==> src/rtl/plom_pkg.sv <==
// package for the piecewise-linear opacity map unit
// field widths, register indexes and the divider status type
// no dependencies
package plom_pkg;

  localparam int POS_W     = 32;
  localparam int OPAC_W    = 16;
  localparam int PT_W      = 48;
  localparam int NUM_W     = 3;
  localparam int CFG_IDX_W = 3;
  localparam int SPAN_W    = 32;
  localparam int PROD_W    = SPAN_W + OPAC_W;

  localparam logic [CFG_IDX_W-1:0] REG_NUM_POINTS = 3'd0;
  localparam logic [CFG_IDX_W-1:0] REG_POINT_0    = 3'd1;

  localparam logic [NUM_W-1:0] NUM_POINTS_RST = 3'd2;

  typedef struct packed {
    logic busy;
    logic done;
  } div_sts_t;

endpackage

==> src/rtl/plom_cfg_regs.sv <==
// control point register file with one read port
// depends on plom_pkg
module plom_cfg_regs
  import plom_pkg::*;
#(
  parameter int MAX_POINTS = 7,
  parameter int IDX_W      = 3
) (
  input  logic                    clk,
  input  logic                    rst_n,
  input  logic                    cfg_we,
  input  logic [CFG_IDX_W-1:0]    cfg_index,
  input  logic [PT_W-1:0]         cfg_wdata,
  input  logic [IDX_W-1:0]        rd_idx,
  output logic signed [POS_W-1:0] rd_pos,
  output logic [OPAC_W-1:0]       rd_opac,
  output logic [IDX_W-1:0]        last_idx
);

  logic [NUM_W-1:0]        num_points_r;
  logic signed [POS_W-1:0] pos_r  [MAX_POINTS];
  logic [OPAC_W-1:0]       opac_r [MAX_POINTS];

  always_ff @(posedge clk) begin
    if (!rst_n) begin
      num_points_r <= NUM_POINTS_RST;
    end else if (cfg_we && cfg_index == REG_NUM_POINTS) begin
      num_points_r <= cfg_wdata[NUM_W-1:0];
    end
  end

  for (genvar k = 0; k < MAX_POINTS; k++) begin : g_pt
    always_ff @(posedge clk) begin
      if (!rst_n) begin
        pos_r[k]  <= '0;
        opac_r[k] <= '0;
      end else if (cfg_we && cfg_index == CFG_IDX_W'(REG_POINT_0 + k)) begin
        pos_r[k]  <= cfg_wdata[PT_W-1:OPAC_W];
        opac_r[k] <= cfg_wdata[OPAC_W-1:0];
      end
    end
  end

  // zero points count as one, too many clamp to the storage depth
  always_comb begin
    if (num_points_r == '0) begin
      last_idx = '0;
    end else if (num_points_r > NUM_W'(MAX_POINTS)) begin
      last_idx = IDX_W'(MAX_POINTS - 1);
    end else begin
      last_idx = IDX_W'(num_points_r - 3'd1);
    end
  end

  always_comb begin
    if (32'(rd_idx) < MAX_POINTS) begin
      rd_pos  = pos_r[rd_idx];
      rd_opac = opac_r[rd_idx];
    end else begin
      rd_pos  = '0;
      rd_opac = '0;
    end
  end

endmodule

==> src/rtl/plom_div.sv <==
// restoring serial divider, one quotient bit per cycle
// quotient is known to fit OPAC_W bits; depends on plom_pkg
module plom_div
  import plom_pkg::*;
(
  input  logic              clk,
  input  logic              rst_n,
  input  logic              start,
  input  logic [PROD_W-1:0] num,
  input  logic [SPAN_W-1:0] den,
  output div_sts_t          sts,
  output logic [OPAC_W-1:0] quot
);

  localparam int CNT_W = $clog2(OPAC_W);

  logic              busy_r, busy_nxt;
  logic              done_r, done_nxt;
  logic [CNT_W-1:0]  cnt_r, cnt_nxt;
  logic [SPAN_W-1:0] rem_r, rem_nxt;
  logic [SPAN_W-1:0] den_r, den_nxt;
  logic [OPAC_W-1:0] qb_r, qb_nxt;
  logic [SPAN_W:0]   sh;
  logic [SPAN_W:0]   diff;

  always_comb begin
    sh       = {rem_r, qb_r[OPAC_W-1]};
    diff     = sh - {1'b0, den_r};
    busy_nxt = busy_r;
    done_nxt = 1'b0;
    cnt_nxt  = cnt_r;
    rem_nxt  = rem_r;
    den_nxt  = den_r;
    qb_nxt   = qb_r;
    if (start) begin
      busy_nxt = 1'b1;
      cnt_nxt  = '0;
      rem_nxt  = num[PROD_W-1:OPAC_W];
      qb_nxt   = num[OPAC_W-1:0];
      den_nxt  = den;
    end else if (busy_r) begin
      if (!diff[SPAN_W]) begin
        rem_nxt = diff[SPAN_W-1:0];
        qb_nxt  = {qb_r[OPAC_W-2:0], 1'b1};
      end else begin
        rem_nxt = sh[SPAN_W-1:0];
        qb_nxt  = {qb_r[OPAC_W-2:0], 1'b0};
      end
      cnt_nxt = cnt_r + 1'b1;
      if (cnt_r == CNT_W'(OPAC_W - 1)) begin
        busy_nxt = 1'b0;
        done_nxt = 1'b1;
      end
    end
  end

  always_ff @(posedge clk) begin
    if (!rst_n) begin
      busy_r <= 1'b0;
      done_r <= 1'b0;
      cnt_r  <= '0;
    end else begin
      busy_r <= busy_nxt;
      done_r <= done_nxt;
      cnt_r  <= cnt_nxt;
    end
  end

  always_ff @(posedge clk) begin
    rem_r <= rem_nxt;
    den_r <= den_nxt;
    qb_r  <= qb_nxt;
  end

  assign sts.busy = busy_r;
  assign sts.done = done_r;
  assign quot     = qb_r;

  a_rem_below_den: assert property (@(posedge clk) disable iff (!rst_n)
    busy_r && !start |-> rem_r < den_r)
    else $error("divider remainder not below divisor");

  a_start_busy: assert property (@(posedge clk) disable iff (!rst_n)
    start |=> busy_r)
    else $error("divider not busy after start");

  a_done_idle: assert property (@(posedge clk) disable iff (!rst_n)
    done_r |-> !busy_r)
    else $error("divider done while busy");

endmodule

==> src/rtl/piecewise_linear_opacity_map_unit.sv <==
// top level of the piecewise-linear opacity map unit
// depends on plom_pkg, plom_cfg_regs and plom_div
//
// maps a signed position to an opacity through up to MAX_POINTS control points.
// input stream: in_tdata carries the position, in_tuser the valid flag and
// in_tlast the last-entry mark. output stream: out_tdata carries the opacity,
// out_tlast copies the last-entry mark. one result per input transaction.
// control points and their count are to be written over the cfg port while
// idle by the user; the unit does not enforce this. one item at a time:
// in_tready is high only while the sequencer is idle. an invalid position
// goes straight to the final step, a clamped one after the end checks, and
// an interpolated one after the point walk, multiply and, for a positive span,
// divide. the point walk reads one point per cycle through the single compare
// unit, and the 16-step serial divider produces one quotient bit per cycle.
// the result waits in an output register; a new transaction is taken while it
// waits, and a stalled receiver holds the sequencer at its final step only
// when a second result is ready before the first is taken.
// reset clears the sequencer and output valid and restores the registers to
// two points, all at position and opacity zero.
module piecewise_linear_opacity_map_unit
  import plom_pkg::*;
#(
  parameter int MAX_POINTS = 7
) (
  input  logic                 clk,
  input  logic                 rst_n,
  input  logic                 in_tvalid,
  output logic                 in_tready,
  input  logic [POS_W-1:0]     in_tdata,   // [31:0] position
  input  logic                 in_tuser,   // [0] position_valid
  input  logic                 in_tlast,   // last_entry
  output logic                 out_tvalid,
  input  logic                 out_tready,
  output logic [OPAC_W-1:0]    out_tdata,  // [15:0] opacity
  output logic                 out_tlast,  // last_out
  input  logic                 cfg_we,
  input  logic [CFG_IDX_W-1:0] cfg_index,
  input  logic [PT_W-1:0]      cfg_wdata
);

  localparam int IDX_W = (MAX_POINTS > 1) ? $clog2(MAX_POINTS) : 1;

  typedef enum logic [8:0] {
    ST_IDLE   = 9'b000000001,
    ST_CHK_LO = 9'b000000010,
    ST_CHK_HI = 9'b000000100,
    ST_SRCH   = 9'b000001000,
    ST_LOWER  = 9'b000010000,
    ST_MULT   = 9'b000100000,
    ST_DIVGO  = 9'b001000000,
    ST_DIV    = 9'b010000000,
    ST_FIN    = 9'b100000000
  } state_t;

  state_t                  state_r, state_nxt;
  logic [IDX_W-1:0]        k_r, k_nxt;
  logic signed [POS_W-1:0] p_r, p_nxt;
  logic                    last_r, last_nxt;
  logic signed [POS_W-1:0] x1_r, x1_nxt;
  logic [OPAC_W-1:0]       o1_r, o1_nxt;
  logic [OPAC_W-1:0]       o0_r, o0_nxt;
  logic [SPAN_W-1:0]       t_r, t_nxt;
  logic signed [SPAN_W:0]  span_r, span_nxt;
  logic                    neg_r, neg_nxt;
  logic [OPAC_W-1:0]       mag_r, mag_nxt;
  logic [PROD_W-1:0]       prod_r, prod_nxt;
  logic [OPAC_W-1:0]       res_r, res_nxt;
  logic                    out_tvalid_r, out_tvalid_nxt;
  logic [OPAC_W-1:0]       out_opac_r, out_opac_nxt;
  logic                    out_last_r, out_last_nxt;

  logic [IDX_W-1:0]        rd_idx;
  logic signed [POS_W-1:0] rd_pos;
  logic [OPAC_W-1:0]       rd_opac;
  logic [IDX_W-1:0]        last_idx;
  logic [POS_W:0]          cmp_diff;
  logic                    cmp_lt;
  logic                    cmp_eq;
  logic [OPAC_W:0]         d_opac;
  logic                    div_start;
  div_sts_t                div_sts;
  logic [OPAC_W-1:0]       quot;
  logic                    span_pos;
  logic                    out_free;

  plom_cfg_regs #(
    .MAX_POINTS (MAX_POINTS),
    .IDX_W      (IDX_W)
  ) u_cfg (
    .clk       (clk),
    .rst_n     (rst_n),
    .cfg_we    (cfg_we),
    .cfg_index (cfg_index),
    .cfg_wdata (cfg_wdata),
    .rd_idx    (rd_idx),
    .rd_pos    (rd_pos),
    .rd_opac   (rd_opac),
    .last_idx  (last_idx)
  );

  plom_div u_div (
    .clk   (clk),
    .rst_n (rst_n),
    .start (div_start),
    .num   (prod_r),
    .den   (span_r[SPAN_W-1:0]),
    .sts   (div_sts),
    .quot  (quot)
  );

  // shared compare unit: position minus the point read this cycle
  assign cmp_diff = {p_r[POS_W-1], p_r} - {rd_pos[POS_W-1], rd_pos};
  assign cmp_lt   = cmp_diff[POS_W];
  assign cmp_eq   = (cmp_diff == '0);
  assign d_opac   = {1'b0, o1_r} - {1'b0, rd_opac};
  assign span_pos = !span_r[SPAN_W] && (span_r != '0);
  assign out_free = !out_tvalid_r || out_tready;

  always_comb begin
    unique case (state_r)
      ST_CHK_LO: rd_idx = '0;
      ST_CHK_HI: rd_idx = last_idx;
      default:   rd_idx = k_r;
    endcase
  end

  always_comb begin
    state_nxt      = state_r;
    k_nxt          = k_r;
    p_nxt          = p_r;
    last_nxt       = last_r;
    x1_nxt         = x1_r;
    o1_nxt         = o1_r;
    o0_nxt         = o0_r;
    t_nxt          = t_r;
    span_nxt       = span_r;
    neg_nxt        = neg_r;
    mag_nxt        = mag_r;
    prod_nxt       = prod_r;
    res_nxt        = res_r;
    out_tvalid_nxt = out_tvalid_r && !out_tready;
    out_opac_nxt   = out_opac_r;
    out_last_nxt   = out_last_r;
    div_start      = 1'b0;
    in_tready      = 1'b0;
    unique case (state_r)
      ST_IDLE: begin
        in_tready = 1'b1;
        if (in_tvalid) begin
          p_nxt    = in_tdata;
          last_nxt = in_tlast;
          if (in_tuser) begin
            state_nxt = ST_CHK_LO;
          end else begin
            res_nxt   = '0;
            state_nxt = ST_FIN;
          end
        end
      end
      ST_CHK_LO: begin
        if (cmp_lt || cmp_eq) begin
          res_nxt   = rd_opac;
          state_nxt = ST_FIN;
        end else begin
          state_nxt = ST_CHK_HI;
        end
      end
      ST_CHK_HI: begin
        if (!cmp_lt) begin
          res_nxt   = rd_opac;
          state_nxt = ST_FIN;
        end else begin
          k_nxt     = IDX_W'(1);
          state_nxt = ST_SRCH;
        end
      end
      ST_SRCH: begin
        if (cmp_lt || k_r == last_idx) begin
          x1_nxt    = rd_pos;
          o1_nxt    = rd_opac;
          k_nxt     = k_r - 1'b1;
          state_nxt = ST_LOWER;
        end else begin
          k_nxt = k_r + 1'b1;
        end
      end
      ST_LOWER: begin
        o0_nxt    = rd_opac;
        t_nxt     = cmp_diff[SPAN_W-1:0];
        span_nxt  = {x1_r[POS_W-1], x1_r} - {rd_pos[POS_W-1], rd_pos};
        neg_nxt   = d_opac[OPAC_W];
        mag_nxt   = d_opac[OPAC_W] ? OPAC_W'(-d_opac) : d_opac[OPAC_W-1:0];
        state_nxt = ST_MULT;
      end
      ST_MULT: begin
        prod_nxt = mag_r * t_r;
        if (span_pos) begin
          state_nxt = ST_DIVGO;
        end else begin
          res_nxt   = o0_r;
          state_nxt = ST_FIN;
        end
      end
      ST_DIVGO: begin
        div_start = 1'b1;
        state_nxt = ST_DIV;
      end
      ST_DIV: begin
        if (div_sts.done) begin
          res_nxt   = neg_r ? (o0_r - quot) : (o0_r + quot);
          state_nxt = ST_FIN;
        end
      end
      ST_FIN: begin
        if (out_free) begin
          out_tvalid_nxt = 1'b1;
          out_opac_nxt   = res_r;
          out_last_nxt   = last_r;
          state_nxt      = ST_IDLE;
        end
      end
      default: begin
        state_nxt = ST_IDLE;
      end
    endcase
  end

  always_ff @(posedge clk) begin
    if (!rst_n) begin
      state_r      <= ST_IDLE;
      k_r          <= '0;
      out_tvalid_r <= 1'b0;
    end else begin
      state_r      <= state_nxt;
      k_r          <= k_nxt;
      out_tvalid_r <= out_tvalid_nxt;
    end
  end

  always_ff @(posedge clk) begin
    p_r        <= p_nxt;
    last_r     <= last_nxt;
    x1_r       <= x1_nxt;
    o1_r       <= o1_nxt;
    o0_r       <= o0_nxt;
    t_r        <= t_nxt;
    span_r     <= span_nxt;
    neg_r      <= neg_nxt;
    mag_r      <= mag_nxt;
    prod_r     <= prod_nxt;
    res_r      <= res_nxt;
    out_opac_r <= out_opac_nxt;
    out_last_r <= out_last_nxt;
  end

  assign out_tvalid = out_tvalid_r;
  assign out_tdata  = out_opac_r;
  assign out_tlast  = out_last_r;

  a_done_in_div: assert property (@(posedge clk) disable iff (!rst_n)
    div_sts.done |-> state_r == ST_DIV)
    else $error("divider result outside divide step");

  a_accept_next: assert property (@(posedge clk) disable iff (!rst_n)
    in_tvalid && in_tready |=> (state_r == ST_CHK_LO || state_r == ST_FIN))
    else $error("unexpected step after input transaction");

  a_walk_range: assert property (@(posedge clk) disable iff (!rst_n)
    state_r == ST_SRCH |-> (k_r != '0 && k_r <= last_idx))
    else $error("point walk index out of range");

endmodule

==> config.mk <==
export PLATFORM = sky130hd
export DESIGN_NAME = piecewise_linear_opacity_map_unit
export DESIGN_NICKNAME = d
export VERILOG_FILES = /design/src/rtl/plom_pkg.sv /design/src/rtl/plom_cfg_regs.sv /design/src/rtl/plom_div.sv /design/src/rtl/piecewise_linear_opacity_map_unit.sv
export SDC_FILE = /design/constraint.sdc
export NUM_CORES = 2
export LEC_CHECK = 0
export ABC_CLOCK_PERIOD_IN_PS = 15600
export BUFFER_PORTS_ARGS = -buffer_cell sky130_fd_sc_hd__buf_2
export CAP_MARGIN = 20
export CORE_ASPECT_RATIO = 1.1
export CORE_MARGIN = 4
export CORE_UTILIZATION = 45
export CTS_BUF_LIST = sky130_fd_sc_hd__clkbuf_4 sky130_fd_sc_hd__clkbuf_8
export DETAILED_ROUTE_END_ITERATION = 16
export MAX_ROUTING_LAYER = met4
export PLACE_DENSITY_LB_ADDON = 0.15
export SETUP_SLACK_MARGIN = 0.5
export SLEW_MARGIN = 40
export SYNTH_ARGS = -nofsm -noshare
export SYNTH_HDL_FRONTEND = slang
export SYNTH_SLANG_ARGS = --single-unit
export TNS_END_PERCENT = 100
==> constraint.sdc <==
create_clock -name clk -period 15.6 [get_ports clk]
set_input_delay 3.9 -clock clk [delete_from_list [all_inputs] [get_ports clk]]
set_output_delay 3.9 -clock clk [all_outputs]
set_load 0.005 [all_outputs]
==> flow_summary.toml <==
[timing]
period_needed_ps = 7700
hold_viol = 0
worst_pin_slew_ps = 924
fmax_ghz = 0.130
finalSetupViolations = 0
fin_setup_tns_ps = 0
skew_ps = 63.6
holdWs_ps = 422
rsz0062_at_grt = "no"
maxSlewViolCount = 0
slew_headroom = 0.378
period_share = 0.493

[logic_synthesis]
netlist_area_um2 = 50800
synthCells = 4779
yosysSeqAreaShare = 0.408
async_flop_share = 0
synth_top_flop_cell = "edfxtp_1"
synthDistinctLibCells = 86
synth-edff-count = 676
avgSynthCellArea_um2 = 10.6
syn-num-nets = 5546
synth_seq_cells = 698
yosys_warnings = 0

[setup_path]
crit_fanout = 16
reg2reg_to = "prod_r[44]$_DFFE_PN_"
critPathKind = "flip-flop to flip-flop"
reg2reg_slack_ps = 7900
cpPeakStageDelay_ps = 900
cp-end-kind = "flip-flop"
crit_required_ps = 16050
crit_slowest_cell = "edfxtp_1"
path_delay_family = "adder cells"
start_kind = "flip-flop"
path_common_cell = "fa_1"
rr_worst_depth = 21
critPathBufInv = 3
r2r_start = "t_r[12]$_DFFE_PP_"
arrival_ps = 8150
crit_chain = "nand2_1 > fa_1 > inv_1 > fa_1 > fa_1 > inv_1 > fa_1 > inv_1 > fa_1 > fa_1 > ha_1 > nand4_1 > nor4_1 > o211ai_1 > o41ai_1 > a21o_1 > a21o_1 > a21oi_1 > o31ai_1 > a21oi_1 > xnor2_1"

[detailed_routing]
vias = 34356
drt-wirelength-per-cell_um = 20.1
drtAntennaViolNets = 0
post_drt_via_cell_ratio = 5.30
drt_iter0_drc = 2200
first_pass_iters = 5
drc = 0
drt-total-wl_um = 130000

[global_routing]
top_usage_layer = "met2"
grtUsageMet2 = 0.384
grt_util_met1 = 0.293
gr-usage-all-layers = 0.228
grt-ovfl-total = 0
grt_use_met3 = 0.0289
grt_pass1_vias = 35218
grt_max_degree = 102
antenna_found_initial = 14
grt_pass1_wl_um = 204000

[final_layout]
layout-drive-gt1-share = 0.0938
final_cell_mix = "676 x edfxtp_1, 659 x nand2_1, 592 x inv_1, 522 x and2_1, 424 x fa_1"
area_growth_pct = 9.60
instances_no_fill = 6481
finish.utilization = 0.500
final_area_um2 = 55600
final_common_cell = "edfxtp_1"
nets = 5641

[clock_network]
htree_levels = 3
clock-root-buffer = "clkbuf_8"
cts_resized = 0
cts_buffers = 110
cts.clk_slew.worst_paths_ps = 70
cts_sinks = 698
clockBufferDepth = 3
postCtsHoldBufs = 0
cts_tree = "done"
postCtsSetupBuffers = 0
clock_latency_ps = 750

[place]
dp_cells = 6252
dpl_cell_area_um2 = 53200
dp_hpwl_um = 92300
io_buffers = 108
routabilityCongestion = 0.884

[floorplan]
rows = 128
start_util = 0.456
die_h_um = 360
io_pins = 109
die_area_um2 = 118000
die_x_um = 328
core_area_um2 = 111000

[hold_path]
hold_path_end = "out_tlast$_DFFE_PP_"
hp-class = "flip-flop to flip-flop"
min_path_cells = 0
hold_path_startpoint = "last_r$_DFFE_PP_"

[pwr]
leakage_uw = 0.0234
max-vdd-ir-drop_mv = 0.0702
power_density_nw_per_um2 = 81.1

[outcome]
status = "finished, final reports clean"

[job]
drv_cap = 0
## worst max path at each step
stage / start / endpoint / depth (start not counted)
2_1_floorplan: state_r[1]$_SDFFE_PN0P_ / state_r[0]$_SDFFE_PN1P_ / 7
3_3_place_gp: state_r[5]$_SDFFE_PN0P_ / res_r[9]$_DFFE_PP_ / 22
3_5_place_dp: state_r[5]$_SDFFE_PN0P_ / res_r[9]$_DFFE_PP_ / 22
4_1_cts: state_r[5]$_SDFFE_PN0P_ / res_r[11]$_DFFE_PP_ / 22
5_1_grt: state_r[5]$_SDFFE_PN0P_ / res_r[11]$_DFFE_PP_ / 20
6_report: t_r[12]$_DFFE_PP_ / prod_r[44]$_DFFE_PN_ / 21
## registers in the layout, indices dropped and copies added, names as in the netlist, 16 cells and up
name / flops
mag_r: 16
o0_r: 16
o1_r: 16
out_tdata: 16
p_r: 32
prod_r: 48
res_r: 16
span_r: 33
t_r: 32
u_cfg.opac_r: 112
u_cfg.pos_r: 224
u_div.den_r: 32
u_div.quot: 16
u_div.rem_r: 32
x1_r: 32
## per-layer routing
layer  part of all wire  vias up
met5                  0        -
met4              0.020        0
met3              0.050      132
met2               0.50      773
met1               0.43    17236
li1                   -    16215
## synth_stat cells (12+ instances only)
library cell / n / area [µm²]
a211oi_1: 26 / 195
a21o_1: 82 / 616
a21oi_1: 237 / 1190
a221o_1: 23 / 230
a22oi_1: 13 / 97.6
a31oi_1: 17 / 106
and2_1: 523 / 3270
and3_1: 18 / 113
buf_2: 12 / 60.1
clkbuf_1: 169 / 634
dfxtp_1: 22 / 440
edfxtp_1: 676 / 20300
fa_1: 424 / 8490
ha_1: 253 / 3170
inv_1: 593 / 2230
mux2_2: 21 / 236
mux2i_1: 38 / 380
mux4_2: 25 / 563
nand2_1: 659 / 2470
nand2b_1: 31 / 194
nand3_1: 94 / 470
nand4_1: 14 / 87.6
nor2_1: 157 / 589
nor2b_1: 29 / 181
nor3_1: 56 / 280
nor4_1: 21 / 131
o211ai_1: 18 / 135
o21a_1: 29 / 218
o21ai_0: 146 / 731
o21bai_1: 18 / 135
o31ai_1: 13 / 97.6
or3_1: 15 / 93.8
xnor2_1: 126 / 1100
xor2_1: 48 / 420
## logic make-up (layout without fill, tap and decap cells)
logic type	after synthesis	after routing	synth area share
fa+ha+maj	677	677	0.230
other cells	0	17	0
flops	698	698	0.408
simple gates	1663	1663	0.163
compound gates	693	693	0.0864
mux	84	84	0.0232
xor+xnor	174	174	0.0300
buf+inv	790	980	0.0597
## worst register-to-register path: stages (launching register included)
cell      delay [ps]
edfxtp_1         900
nand2_1          200
fa_1             560
inv_1             50
fa_1             500
fa_1             520
inv_1             60
fa_1             550
inv_1             60
fa_1             500
fa_1             420
ha_1             360
nand4_1          150
nor4_1           580
o211ai_1         360
o41ai_1          710
a21o_1           250
a21o_1           120
a21oi_1          110
o31ai_1          250
a21oi_1          120
xnor2_1          140
## power by group
part / switching (µW) / total, µW / leakage, µW / internal (µW)
Clock: 749 / 1660 / 0.00121 / 913
Combinational: 395 / 599 / 0.0157 / 204
Sequential: 47.1 / 2250 / 0.00651 / 2200
Total: 1190 / 4510 / 0.0234 / 3320
## metrics by stage
stage	power, µW	setup slack (ps)
detailed placement	2880	7560
finish	4510	7900
floorplan	2660	6170
global placement	2880	7680
CTS	4550	7500
global route	4710	7490
## final cells by class
type	instances	area [µm²]
clock buffer	143	1770
timing repair buffer	180	1170
fill	10102	55700
inverter	593	2230
sequential	698	20700
clock inverter	64	569
multi-input combinational	3291	27300
antenna	17	42.5
tap	1495	1870
(Power assumes the default switching activity.)
